<file path="src/rtl/med_pkg.sv">
// ----------------------------------------------------------------------------
// med_pkg: shared definitions for the message envelope deframer
// Header layout, register indexes, error codes and the result record.
// ----------------------------------------------------------------------------
package med_pkg;

    localparam int HDR_BYTES = 24;
    localparam int HDR_BITS  = HDR_BYTES * 8;
    localparam int POS_W     = 26;   // header plus largest accepted payload
    localparam int LEN_W     = 25;

    localparam logic [31:0] FRAME_MAGIC = 32'h474E_4932;

    // byte offsets inside the header
    localparam int OFS_MAGIC    = 0;
    localparam int OFS_MAJOR    = 4;
    localparam int OFS_MINOR    = 6;
    localparam int OFS_DOMAIN   = 8;
    localparam int OFS_OP       = 10;
    localparam int OFS_KIND     = 12;
    localparam int OFS_RESERVED = 14;
    localparam int OFS_REQID    = 16;
    localparam int OFS_LENGTH   = 20;

    // register reset values
    localparam logic [15:0]      RST_EXP_MAJOR = 16'd2;
    localparam logic [15:0]      RST_MAX_MINOR = 16'd0;
    localparam logic [LEN_W-1:0] RST_MAX_PAY   = 25'd65536;
    localparam logic [15:0]      RST_KIND_EVT  = 16'd0;
    localparam logic [15:0]      RST_KIND_REQ  = 16'd1;
    localparam logic [15:0]      RST_KIND_RSP  = 16'd2;
    localparam logic [15:0]      RST_KIND_ERR  = 16'd3;

    typedef enum logic [2:0] {
        REG_EXP_MAJOR = 3'd0,
        REG_MAX_MINOR = 3'd1,
        REG_MAX_PAY   = 3'd2,
        REG_KIND_EVT  = 3'd3,
        REG_KIND_REQ  = 3'd4,
        REG_KIND_RSP  = 3'd5,
        REG_KIND_ERR  = 3'd6
    } reg_idx_t;

    typedef enum logic [2:0] {
        ERR_OK         = 3'd0,
        ERR_BAD_MAGIC  = 3'd1,
        ERR_TOO_LONG   = 3'd2,
        ERR_BAD_FIELDS = 3'd3,
        ERR_FAILED     = 3'd4
    } err_t;

    typedef struct packed {
        logic             payload_valid;
        logic [7:0]       payload_byte;
        logic             envelope_done;
        logic [15:0]      ver_major;
        logic [15:0]      ver_minor;
        logic [15:0]      domain;
        logic [15:0]      operation;
        logic [15:0]      kind;
        logic [31:0]      req_tag;
        logic [LEN_W-1:0] payload_length;
        err_t             error_code;
        logic [LEN_W-1:0] buffered_bytes;
    } res_t;

endpackage

</file>
<file path="src/rtl/message_envelope_deframer.sv">
// ----------------------------------------------------------------------------
// message_envelope_deframer
// Byte-serial deframer for big-endian envelopes with header checks.
// ----------------------------------------------------------------------------
// One byte is taken per clock and one result leaves per byte; a new byte is
// accepted in every cycle as long as the result register is empty or being
// drained, so throughput is one byte per clock, and each result is registered
// (input byte to result register). An envelope is a 24-byte header (magic,
// major, minor, domain, operation, kind, reserved, request id, length)
// followed by the payload. Magic, reserved and length are checked on the
// last header byte; the remaining field checks are latched then and applied
// on the envelope's last byte, where the header fields come out with
// envelope_done. Payload bytes pass through as they arrive, so a consumer
// must drop them if the envelope ends in an error. Any error is sticky until
// reset: every later request returns error_code 4 and nothing else.
// Registers sit on an APB-style port at 4*index; write only while idle.
// ----------------------------------------------------------------------------
module message_envelope_deframer
    import med_pkg::*;
(
    input  logic             aclk,
    input  logic             aresetn,

    // byte stream in
    input  logic             s_valid,
    output logic             s_ready,
    input  logic [7:0]       s_data_byte,

    // results out
    output logic             m_valid,
    input  logic             m_ready,
    output logic             m_payload_valid,
    output logic [7:0]       m_payload_byte,
    output logic             m_envelope_done,
    output logic [15:0]      m_ver_major,
    output logic [15:0]      m_ver_minor,
    output logic [15:0]      m_domain,
    output logic [15:0]      m_operation,
    output logic [15:0]      m_kind,
    output logic [31:0]      m_req_tag,
    output logic [LEN_W-1:0] m_payload_length,
    output logic [2:0]       m_error_code,
    output logic [LEN_W-1:0] m_buffered_bytes,

    // configuration
    input  logic             psel,
    input  logic             penable,
    input  logic             pwrite,
    input  logic [4:0]       paddr,
    input  logic [31:0]      pwdata,
    output logic [31:0]      prdata,
    output logic             pready
);

    // ------------------------------------------------------------------
    // Configuration registers
    // ------------------------------------------------------------------
    logic [15:0]      exp_major_reg;
    logic [15:0]      max_minor_reg;
    logic [LEN_W-1:0] max_pay_reg;
    logic [15:0]      kind_evt_reg;
    logic [15:0]      kind_req_reg;
    logic [15:0]      kind_rsp_reg;
    logic [15:0]      kind_err_reg;

    logic     cfg_wr;
    reg_idx_t cfg_idx;

    assign pready  = 1'b1;
    assign cfg_wr  = psel && penable && pwrite;
    assign cfg_idx = reg_idx_t'(paddr[4:2]);

    always_ff @(posedge aclk) begin
        if (!aresetn) begin
            exp_major_reg <= RST_EXP_MAJOR;
            max_minor_reg <= RST_MAX_MINOR;
            max_pay_reg   <= RST_MAX_PAY;
            kind_evt_reg  <= RST_KIND_EVT;
            kind_req_reg  <= RST_KIND_REQ;
            kind_rsp_reg  <= RST_KIND_RSP;
            kind_err_reg  <= RST_KIND_ERR;
        end else if (cfg_wr) begin
            case (cfg_idx)
                REG_EXP_MAJOR: exp_major_reg <= pwdata[15:0];
                REG_MAX_MINOR: max_minor_reg <= pwdata[15:0];
                REG_MAX_PAY:   max_pay_reg   <= pwdata[LEN_W-1:0];
                REG_KIND_EVT:  kind_evt_reg  <= pwdata[15:0];
                REG_KIND_REQ:  kind_req_reg  <= pwdata[15:0];
                REG_KIND_RSP:  kind_rsp_reg  <= pwdata[15:0];
                REG_KIND_ERR:  kind_err_reg  <= pwdata[15:0];
                default: ;    // addresses past the register list are ignored
            endcase
        end
    end

    always_comb begin
        case (cfg_idx)
            REG_EXP_MAJOR: prdata = {16'd0, exp_major_reg};
            REG_MAX_MINOR: prdata = {16'd0, max_minor_reg};
            REG_MAX_PAY:   prdata = {7'd0, max_pay_reg};
            REG_KIND_EVT:  prdata = {16'd0, kind_evt_reg};
            REG_KIND_REQ:  prdata = {16'd0, kind_req_reg};
            REG_KIND_RSP:  prdata = {16'd0, kind_rsp_reg};
            REG_KIND_ERR:  prdata = {16'd0, kind_err_reg};
            default:       prdata = 32'd0;
        endcase
    end

    // ------------------------------------------------------------------
    // Deframer state
    // ------------------------------------------------------------------
    logic [POS_W-1:0] position_reg, position_next;
    logic [LEN_W-1:0] cur_len_reg, cur_len_next;
    logic             fields_ok_reg, fields_ok_next;
    logic             failed_reg, failed_next;
    logic [7:0]       hdr_reg [HDR_BYTES];   // written before read, no reset

    logic             m_valid_reg;
    res_t             res_reg, res_next;

    logic             s_acc;
    logic             in_hdr;

    assign s_ready = !m_valid_reg || m_ready;
    assign s_acc   = s_valid && s_ready;
    assign in_hdr  = position_reg < POS_W'(HDR_BYTES);

    // Header view with the current byte merged in, byte 0 at the top.
    logic [HDR_BITS-1:0] hdr_flat;

    always_comb begin
        for (int i = 0; i < HDR_BYTES; i++) begin
            hdr_flat[(HDR_BYTES-1-i)*8 +: 8] =
                (in_hdr && position_reg[4:0] == 5'(i)) ? s_data_byte : hdr_reg[5'(i)];
        end
    end

    logic [31:0] f_magic, f_reqid, f_length;
    logic [15:0] f_major, f_minor, f_domain, f_op, f_kind, f_resv;

    assign f_magic  = hdr_flat[(HDR_BYTES-OFS_MAGIC)*8-1    -: 32];
    assign f_major  = hdr_flat[(HDR_BYTES-OFS_MAJOR)*8-1    -: 16];
    assign f_minor  = hdr_flat[(HDR_BYTES-OFS_MINOR)*8-1    -: 16];
    assign f_domain = hdr_flat[(HDR_BYTES-OFS_DOMAIN)*8-1   -: 16];
    assign f_op     = hdr_flat[(HDR_BYTES-OFS_OP)*8-1       -: 16];
    assign f_kind   = hdr_flat[(HDR_BYTES-OFS_KIND)*8-1     -: 16];
    assign f_resv   = hdr_flat[(HDR_BYTES-OFS_RESERVED)*8-1 -: 16];
    assign f_reqid  = hdr_flat[(HDR_BYTES-OFS_REQID)*8-1    -: 32];
    assign f_length = hdr_flat[(HDR_BYTES-OFS_LENGTH)*8-1   -: 32];

    // Field checks; an event kind wins even if another code matches it.
    logic is_event, kind_known, chk_fields;

    assign is_event   = f_kind == kind_evt_reg;
    assign kind_known = is_event || f_kind == kind_req_reg ||
                        f_kind == kind_rsp_reg || f_kind == kind_err_reg;
    assign chk_fields = f_major == exp_major_reg && f_minor <= max_minor_reg &&
                        f_domain != 16'd0 && f_op != 16'd0 && kind_known &&
                        (is_event ? (f_reqid == 32'd0) : (f_reqid != 32'd0));

    logic [POS_W-1:0] pos_inc;
    logic             hdr_last;
    logic             ends;
    logic             fok_eff;

    assign pos_inc  = position_reg + POS_W'(1);
    assign hdr_last = position_reg == POS_W'(HDR_BYTES - 1);

    always_comb begin
        position_next  = position_reg;
        cur_len_next   = cur_len_reg;
        fields_ok_next = fields_ok_reg;
        failed_next    = failed_reg;
        res_next       = '0;
        res_next.error_code = ERR_OK;
        ends           = 1'b0;
        fok_eff        = fields_ok_reg;

        if (failed_reg) begin
            res_next.error_code = ERR_FAILED;
        end else if (in_hdr) begin
            position_next = pos_inc;
            if (hdr_last) begin
                if (f_magic != FRAME_MAGIC || f_resv != 16'd0) begin
                    res_next.error_code = ERR_BAD_MAGIC;
                    failed_next   = 1'b1;
                    position_next = '0;
                end else if (f_length > {7'd0, max_pay_reg}) begin
                    res_next.error_code = ERR_TOO_LONG;
                    failed_next   = 1'b1;
                    position_next = '0;
                end else begin
                    cur_len_next   = f_length[LEN_W-1:0];
                    fields_ok_next = chk_fields;
                    fok_eff        = chk_fields;
                    ends           = f_length == 32'd0;
                end
            end
        end else begin
            res_next.payload_valid = 1'b1;
            res_next.payload_byte  = s_data_byte;
            position_next = pos_inc;
            ends = (pos_inc - POS_W'(HDR_BYTES)) == {1'b0, cur_len_reg};
        end

        if (ends) begin
            position_next = '0;
            if (!fok_eff) begin
                res_next.error_code = ERR_BAD_FIELDS;
                failed_next = 1'b1;
            end else begin
                res_next.envelope_done  = 1'b1;
                res_next.ver_major      = f_major;
                res_next.ver_minor      = f_minor;
                res_next.domain         = f_domain;
                res_next.operation      = f_op;
                res_next.kind           = f_kind;
                res_next.req_tag        = f_reqid;
                res_next.payload_length = cur_len_next;
            end
        end

        if (!failed_reg && !(ends && !fok_eff)) begin
            res_next.buffered_bytes = position_next[LEN_W-1:0];
        end
    end

    always_ff @(posedge aclk) begin
        if (!aresetn) begin
            position_reg  <= '0;
            cur_len_reg   <= '0;
            fields_ok_reg <= 1'b0;
            failed_reg    <= 1'b0;
        end else if (s_acc) begin
            position_reg  <= position_next;
            cur_len_reg   <= cur_len_next;
            fields_ok_reg <= fields_ok_next;
            failed_reg    <= failed_next;
        end
    end

    always_ff @(posedge aclk) begin
        if (s_acc && !failed_reg && in_hdr) begin
            hdr_reg[position_reg[4:0]] <= s_data_byte;
        end
    end

    // result register; refills in the same cycle it drains
    always_ff @(posedge aclk) begin
        if (!aresetn) begin
            m_valid_reg <= 1'b0;
        end else if (s_acc) begin
            m_valid_reg <= 1'b1;
        end else if (m_ready) begin
            m_valid_reg <= 1'b0;
        end
    end

    always_ff @(posedge aclk) begin
        if (s_acc) begin
            res_reg <= res_next;
        end
    end

    assign m_valid          = m_valid_reg;
    assign m_payload_valid  = res_reg.payload_valid;
    assign m_payload_byte   = res_reg.payload_byte;
    assign m_envelope_done  = res_reg.envelope_done;
    assign m_ver_major      = res_reg.ver_major;
    assign m_ver_minor      = res_reg.ver_minor;
    assign m_domain         = res_reg.domain;
    assign m_operation      = res_reg.operation;
    assign m_kind           = res_reg.kind;
    assign m_req_tag        = res_reg.req_tag;
    assign m_payload_length = res_reg.payload_length;
    assign m_error_code     = res_reg.error_code;
    assign m_buffered_bytes = res_reg.buffered_bytes;

    // ------------------------------------------------------------------
    // Assertions
    // ------------------------------------------------------------------
    a_failed_sticky: assert property (@(posedge aclk) disable iff (!aresetn)
        failed_reg |=> failed_reg)
        else $error("failure flag cleared without reset");

    a_done_is_ok: assert property (@(posedge aclk) disable iff (!aresetn)
        m_valid && m_envelope_done |-> m_error_code == ERR_OK)
        else $error("envelope done reported with an error");

    a_payload_in_range: assert property (@(posedge aclk) disable iff (!aresetn)
        !failed_reg && !in_hdr |->
            (position_reg - POS_W'(HDR_BYTES)) < {1'b0, cur_len_reg})
        else $error("payload position ran past the envelope length");

    a_accept_when_empty: assert property (@(posedge aclk) disable iff (!aresetn)
        !m_valid_reg |-> s_ready)
        else $error("input stalled with an empty result register");

endmodule

</file>
<file path="config.mk">
export PLATFORM = sky130hd
export DESIGN_NAME = message_envelope_deframer
export DESIGN_NICKNAME = d
export VERILOG_FILES = /design/src/rtl/med_pkg.sv /design/src/rtl/message_envelope_deframer.sv
export SDC_FILE = /design/constraint.sdc
export NUM_CORES = 1
export LEC_CHECK = 0
export ABC_CLOCK_PERIOD_IN_PS = 6200
export BUFFER_PORTS_ARGS = -buffer_cell sky130_fd_sc_hd__buf_2
export CAP_MARGIN = 40
export CORE_MARGIN = 2
export CORE_UTILIZATION = 35
export CTS_CLUSTER_DIAMETER = 80
export DETAILED_ROUTE_END_ITERATION = 7
export GPL_ROUTABILITY_DRIVEN = 0
export GPL_TIMING_DRIVEN = 0
export PLACE_DENSITY_LB_ADDON = 0.2
export SETUP_SLACK_MARGIN = 0.4
export SLEW_MARGIN = 20
export SYNTH_ARGS = -nofsm -noshare
export SYNTH_HDL_FRONTEND = slang
export SYNTH_SLANG_ARGS = --single-unit
</file>
<file path="constraint.sdc">
create_clock -name aclk -period 6.2 [get_ports aclk]
set_input_delay 0.62 -clock aclk [delete_from_list [all_inputs] [get_ports aclk]]
set_output_delay 0.62 -clock aclk [all_outputs]
set_load 0.02 [all_outputs]
</file>
Word level (Yosys, flattened, before mapping)
Memories as Yosys holds them, arrays and structs flattened. Cells that the tools add are included. Widths: inputs -> output; s select.

Output and inout bits: 210. Memories: 1. Bits of input ports: 52. Register bits after elaboration: 350. Word-level logic and storage cells: 200. Memory bits (writable): 192.

Memory list: hdr_reg (depth 24, bits a word 8, read ports 24, clocked after Yosys merged registers in 0, write ports 1, RTL line message_envelope_deframer.sv:116) `logic [7:0] hdr_reg [HDR_BYTES];`.

Order comparisons: 3. Multiplexer cells: 67. Add/subtract/negate cells: 2. Reductions and logical operators: 64. Equality and inequality tests: 38.

Operators by type and width (number): $mux 8 (24); $pmux 25 s7 (1); $mux 26 (6); $mux 138 (1); $mux 25 (5); $eq 16x16->1 (5); $logic_not 32->1 (2); $reduce_bool 16->1 (3); $eq 5x4->1 const B (8); $eq 5x5->1 const B (8); $logic_and 1x1->1 (36); $gt 32x25->1 (1); $ne 32x31->1 const B (1); $reduce_bool 32->1 (1); $add 26x1->26 const B (1); $eq 26x25->1 (1); $eq 26x5->1 const B (1); $lt 26x5->1 const B (1); $sub 26x5->26 const B (1); $mux 1 (22); $eq 5x3->1 const B (4); $reduce_and 2->1 (9); $le 16x16->1 (1); $eq 5x2->1 const B (2); other kinds (14) (29).

Logic depth before layout (Yosys ltp)
Word-level depth: 18. Depth in mapped cells: 24. Mapped depth without buffers: 18.

Least setup slack after synthesis
OpenSTA, ideal clock, no wires.

Path kind: input -> register. Start: input port m_ready. End: memory hdr_reg[14][0], enable pin. Library setup time: 0.383 ns. Stages on the path: 6. Buffers on the path: 1. Slack: 0.166 ns. Required time: 5.817 ns. Data arrival time: 5.651 ns. Cell sequence: nand2b_1 -> nand2_1 -> inv_1 -> nand2b_1 -> clkbuf_1 -> nor3_1.

Word-level cells in the longest chain between the ends: 6.

RTL lines: from (decl) (RTL line message_envelope_deframer.sv:31) `input logic m_ready,`; $logic_or 1x1->1 (RTL line message_envelope_deframer.sv:124) `assign s_ready = !m_valid_reg || m_ready;`; $logic_and 1x1->1 (RTL line message_envelope_deframer.sv:125) `assign s_acc = s_valid && s_ready;`; named net s_acc (RTL line message_envelope_deframer.sv:121) `logic s_acc;`; $logic_and 1x1->1 (2 in series) (RTL line message_envelope_deframer.sv:243) `if (s_acc && !failed_reg && in_hdr) begin`; $mux 1 (RTL line message_envelope_deframer.sv:243); $mux 1 (implied by the code) (RTL line message_envelope_deframer.sv:244) `hdr_reg[position_reg[4:0]] <= s_data_byte;`; to (decl) (RTL line message_envelope_deframer.sv:116).

The timed path passes the listed nets, and every way through them passes these cells.

Worst setup path in the final report
Start: register position_reg[6]. End: register res_reg, in the netlist m_buffered_bytes[6] (data pin).

Word-level cells in the longest chain between the ends: 18. Elaborated cells on any way between the ends: 97. Classes of those cells: add/sub (2); order compare (3); eq/ne (8); mux (41); reduce/logical (43).

RTL lines: from (decl) (RTL line message_envelope_deframer.sv:112) `logic [POS_W-1:0] position_reg, position_next;`; from (signal assigned) (RTL line message_envelope_deframer.sv:235) `position_reg <= position_next;`; $lt 26x5->1 (RTL line message_envelope_deframer.sv:126) `assign in_hdr = position_reg < POS_W'(HDR_BYTES);`; $logic_and 1x1->1 (RTL line message_envelope_deframer.sv:134) `(in_hdr && position_reg[4:0] == 5'(i)) ? s_data_byte : hdr_reg[5'(i)];`; $mux 8 (RTL line message_envelope_deframer.sv:134); $le 16x16->1 (tied with other cells) (RTL line message_envelope_deframer.sv:157) `assign chk_fields = f_major == exp_major_reg && f_minor <= max_minor_reg &&`; $logic_and 1x1->1 / $logic_or 1x1->1 (equally long branches) (2 in series) (RTL line message_envelope_deframer.sv:157, message_envelope_deframer.sv:155); $logic_and 1x1->1 / $logic_or 1x1->1 (equally long branches) (RTL line message_envelope_deframer.sv:158, message_envelope_deframer.sv:156); $logic_and 1x1->1 (2 in series) (RTL line message_envelope_deframer.sv:158) `f_domain != 16'd0 && f_op != 16'd0 && kind_known &&`; $mux 1; $mux 1 (RTL line message_envelope_deframer.sv:184) `if (f_magic != FRAME_MAGIC || f_resv != 16'd0) begin`; $mux 1 (2 in series); $mux 1 (RTL line message_envelope_deframer.sv:179) `if (failed_reg) begin`; $logic_not 1->1 (RTL line message_envelope_deframer.sv:223) `if (!failed_reg && !(ends && !fok_eff)) begin`; $logic_and 1x1->1 (RTL line message_envelope_deframer.sv:223); $logic_not 1->1 (RTL line message_envelope_deframer.sv:223); $logic_and 1x1->1 (RTL line message_envelope_deframer.sv:223); to (signal assigned) (RTL line message_envelope_deframer.sv:261) `res_reg <= res_next;`; to (decl) (RTL line message_envelope_deframer.sv:119) `res_t res_reg, res_next;`.

Several ways; a longest one is shown, not always the timed one. The select of a mux whose other input is x is not followed. A chain may end at the register's enable or synchronous reset.

==> results <==
- In the synthesized netlist the async set-or-reset flop fraction comes to 0%.
- The floorplan die area is 0.0812 mm².
- The final worst-path setup slack is 0.511 ns.
- For this block, the routed nets add up to 106 mm of wire.
- The half-perimeter wire length of the detailed placement result is 78.4 mm.
- The fraction of final layout cells with drive strength greater than 1 is 18.8%.
- The final-report hold violation count is 0.
- The internal portion of total power is 6.45 mW.
- Setup repair after global routing left no endpoint under its margin.
- The final-stage net count is 3242.
- Entering global routing, the biggest net connects 36 pins.
- The final critical delay including setup and external delays is 5.69 ns.
- The critical path arrival is 6.09 ns.
- For this configuration, the core starts out at a cell density of 35.2%.
- Sequential cells account for 46.5% of the total power.
- The total power divided by cell area is 256 mW/mm².
- Sequential elements use 52.6% of the synthesized area.
- The routed length per instance is 24.9 µm.
- The latest clock arrival within the worst-skew pair is 0.63 ns.
- The global-route wire length before repair is 150 mm.
- The detailed router finished its first iteration with 2689 violations.
- From synthesis to final layout, the design area changed by 20.5%.
- The slew at the pin closest to its max-slew limit is 0.890 ns.
- The clock net in this run drives a total of 542 sinks.
- After synthesis, the mean cell area works out to 9.92 µm².
- Row generation in the floorplan step produced 103 rows.
- During placement, the flow inserted port buffers numbering 242.
- The path class of the tightest hold or removal check is in -> reg.
- The fraction of the cycle the final worst path needs is 91.8%.
- Global routing used 25.1% of the available tracks.
- The synthesized netlist cell count is 2785.
- The via count is 23564.
- The kind of end point of the critical path is a flip-flop.
- The number of global-route vias before repair came to 21951.
- The proportion of power drawn by combinational gates is 6.4%.
- The fmax is 176 MHz.
- After clock tree synthesis, the clock-pin slew on the worst setup and hold paths is 0.06 ns.
- In the synthesized netlist the dominant register cell turns out to be sky130_fd_sc_hd__edfxtp_1.
- VDD sags by at most 160 µV.
- The run finished with clean final reports.
- The required time of the critical path is 6.60 ns.
- TritonCTS built the clock tree.
- The area of the mapped netlist is 0.0276 mm².
- The number of buffers inserted by hold repair at cts is 0.
- In this design, the stage delay of the slowest critical-path cell is 0.57 ns.
- The layout has 7746 filler cells.
- The analysis attributes to net switching a power of 2.08 mW.
- The number of optimization iterations in the first detailed-route pass is 7.
- During synthesis, Yosys emitted a total of 0 warnings.
- The initial antenna violation count is 1.
- The die is 285 µm wide.
- The remaining design rule violation count is 0.
- The critical path goes through buf_2 > or4_4 > nor4_4 > buf_4 > and2_4 > nand3_2 > buf_8 > mux2_2 > ha_1 > nand4_1 > nor4_2 > nand2_1 > mux2_2 > a31o_1 > inv_1 > and2_1 > clkbuf_2 > nand2_1 > a41o_1 > or2_1 > buf_2 > buf_4 > nor2_1.
- The final max-slew violation count is 0.
- Dividing the detail-routed via count by the number of cells gives 5.55.
- The clock tree synthesis step divided the H-tree into 3 levels.
- The cell with the largest stage delay on the worst path is sky130_fd_sc_hd__or4_4.
- The max-cap violation count is 0.
- For this design the static power due to leakage is 11.9 nW.
- The largest fanout on the critical path is 10.
- The worst max-slew margin expressed relative to the limit is 40.7%.
- The count of final setup violators is 0.
- After routing, the total negative slack on setup checks comes to 0 ns.
- Of the total power, the clock network draws 47.1%.
- The number of antenna diodes in the final layout is 0.
- The number of top-level design ports is 262.
- The maximum root-to-sink buffer count is 3.
- Synthesis inferred 542 register bits.
- In this run, CTS created clock tree buffers numbering 67.
- The number of enable-type register cells in the synthesized netlist is 367.
- The synthesized netlist contains 97 unique library cells.
- The total overflow left after global routing is 0.
- Before CTS, the worst setup slack after placement is -1.01 ns.
- The floorplan step defined a core boundary enclosing 0.0786 mm².
- The critical path is of the reg -> reg type.
- In this run the remaining antenna-violating nets after routing total 0.
- The fraction of power spent switching nets is 24.4%.
- The clock tree root buffer cell is sky130_fd_sc_hd__clkbuf_16.
- STA classifies the critical path startpoint as a flip-flop.
- The flip-flop count of the largest register, all copies and words added is 192.
- The final setup skew is 0.0423 ns.
- The floorplan die height is 285 µm.
==> critical path: cells and delay by family (launching register included) <==
family | cells | cell delay, ns
buffers and inverters | 7 | 1.21
DFF | 1 | 0.29
adders and majority gates | 1 | 0.32
AOI/OAI and AO/OA | 2 | 0.53
and+or+nand+nor | 11 | 2.44
muxes | 2 | 0.67
==> power by group through the flow <==
stage	clock network (mW)	logic (mW)	registers (mW)
final	4.02	0.548	3.96
after global routing	4.19	0.570	3.97
after CTS	4.06	0.535	3.96
after floorplan	0	0.187	4.11
after detailed placement	0	0.532	4.04
after global placement	0	0.504	4.05
==> synth_stat cells (all sizes together) (6+ instances only) <==
library cell,instances,area (µm²)
nand2,499,1880
edfxtp,367,11000
a21oi,263,1500
nor2,214,811
dfxtp,175,3500
clkbuf,132,495
inv,88,330
xnor2,82,718
mux2i,72,721
o21ai,72,360
nand3,64,330
xor2,64,561
nor4,62,409
buf,60,409
nor3,60,300
nand4,55,378
ha,47,588
nor2b,36,225
and2,30,189
mux2,24,270
or4,23,188
o22ai,21,131
a22oi,19,143
o31ai,18,140
and3,17,106
a21o,16,121
and4,15,134
or3,13,81.3
a22o,12,105
a211oi,11,92.6
a31oi,11,68.8
nand2b,11,68.8
a222oi,10,100
o211ai,10,75.1
o221ai,8,70.1
or2,8,50.1
nand3b,6,45.0
o31a,6,52.6
xnor3,6,135
==> logic make-up (layout without fill, tap and decap cells) <==
family | after synthesis | in the layout | synth area share [%]
AOI/OAI and AO/OA | 522 | 522 | 12.2
xor gates and xnor gates | 153 | 153 | 5.20
buffers and inverters | 282 | 685 | 4.50
and+or+nand+nor | 1140 | 1140 | 19.7
DFF | 542 | 542 | 52.6
adders and majority gates | 47 | 47 | 2.13
muxes | 97 | 97 | 3.67
other | 2 | 8 | 0.0272
==> cell usage in the layout, fill, tap and decap left out, types with 27 or more instances in the layout <==
| cell | count |
|---|---|
| sky130_fd_sc_hd__inv_1 | 86 |
| sky130_fd_sc_hd__nand2_1 | 498 |
| sky130_fd_sc_hd__buf_2 | 267 |
| sky130_fd_sc_hd__nor2_1 | 185 |
| sky130_fd_sc_hd__nor3_1 | 59 |
| sky130_fd_sc_hd__ha_1 | 47 |
| sky130_fd_sc_hd__nand3_1 | 56 |
| sky130_fd_sc_hd__xor2_1 | 64 |
| sky130_fd_sc_hd__and2_1 | 28 |
| sky130_fd_sc_hd__a21oi_1 | 214 |
| sky130_fd_sc_hd__xnor2_1 | 82 |
| sky130_fd_sc_hd__o21ai_0 | 57 |
| sky130_fd_sc_hd__nor2b_1 | 36 |
| sky130_fd_sc_hd__edfxtp_1 | 367 |
| sky130_fd_sc_hd__dfxtp_1 | 175 |
| sky130_fd_sc_hd__buf_6 | 27 |
| sky130_fd_sc_hd__clkbuf_16 | 70 |
| sky130_fd_sc_hd__a21oi_2 | 47 |
| sky130_fd_sc_hd__mux2i_1 | 70 |
| sky130_fd_sc_hd__clkbuf_1 | 130 |
| sky130_fd_sc_hd__nor4_1 | 56 |
| sky130_fd_sc_hd__nand4_1 | 51 |
==> final cells by class <==
cell class                      count  area (µm²)  share of cell area, %
Clock inverter                     36         432                   1.30
Multi-Input combinational cell   1967       12200                   36.6
Tap cell                         1050        1310                   3.94
Inverter                           90         342                   1.03
Clock buffer                       84        1800                   5.41
Sequential cell                   542       14500                   43.6
Timing Repair Buffer              283        1710                   5.13
Buffer                            192        1000                   3.01
==> through the flow <==
stage | total power [mW] | std cells | utilization [%] | hold slack (ns) | instance area [µm²]
after global routing | 8.73 | 4244 | 42.4 | 0.254 | 33300
final | 8.53 | 4244 | 42.4 | 0.265 | 33300
after floorplan | 4.30 | 2791 | - | 0.427 | 27700
after CTS | 8.56 | 4238 | 42.1 | 0.239 | 33100
after detailed placement | 4.57 | 4114 | 38.9 | 0.447 | 30600
after global placement | 4.56 | 4083 | 38.4 | 0.439 | 30200
==> what timing repair did <==
action	4_1_cts	5_1_grt
buffers inserted	4	1
pin swaps	4	4
gates resized for setup	71	53
endpoints found under the setup margin	218	182
gates cloned	0	1
==> layer usage <==
layer  GRT usage [%]  vias up  wire (µm)
met2            39.3     1137      47600
met5               0        -         13
met4            10.1        2       4230
met3            3.37      226       8420
li1                -    10720          -
met1            35.0    11479      45200
==> worst paths after layout <==
kind,startpoint,to,slack [ns],cells past startpoint
setup / recovery,position_reg[6],m_buffered_bytes[6],0.51,23
hold / removal,s_valid,m_valid,0.26,3
setup reg to reg,position_reg[6],m_buffered_bytes[6],0.51,23
hold reg to reg,max_minor_reg[11],max_minor_reg[11],0.46,2
Power figures use the tool's default switching activity.
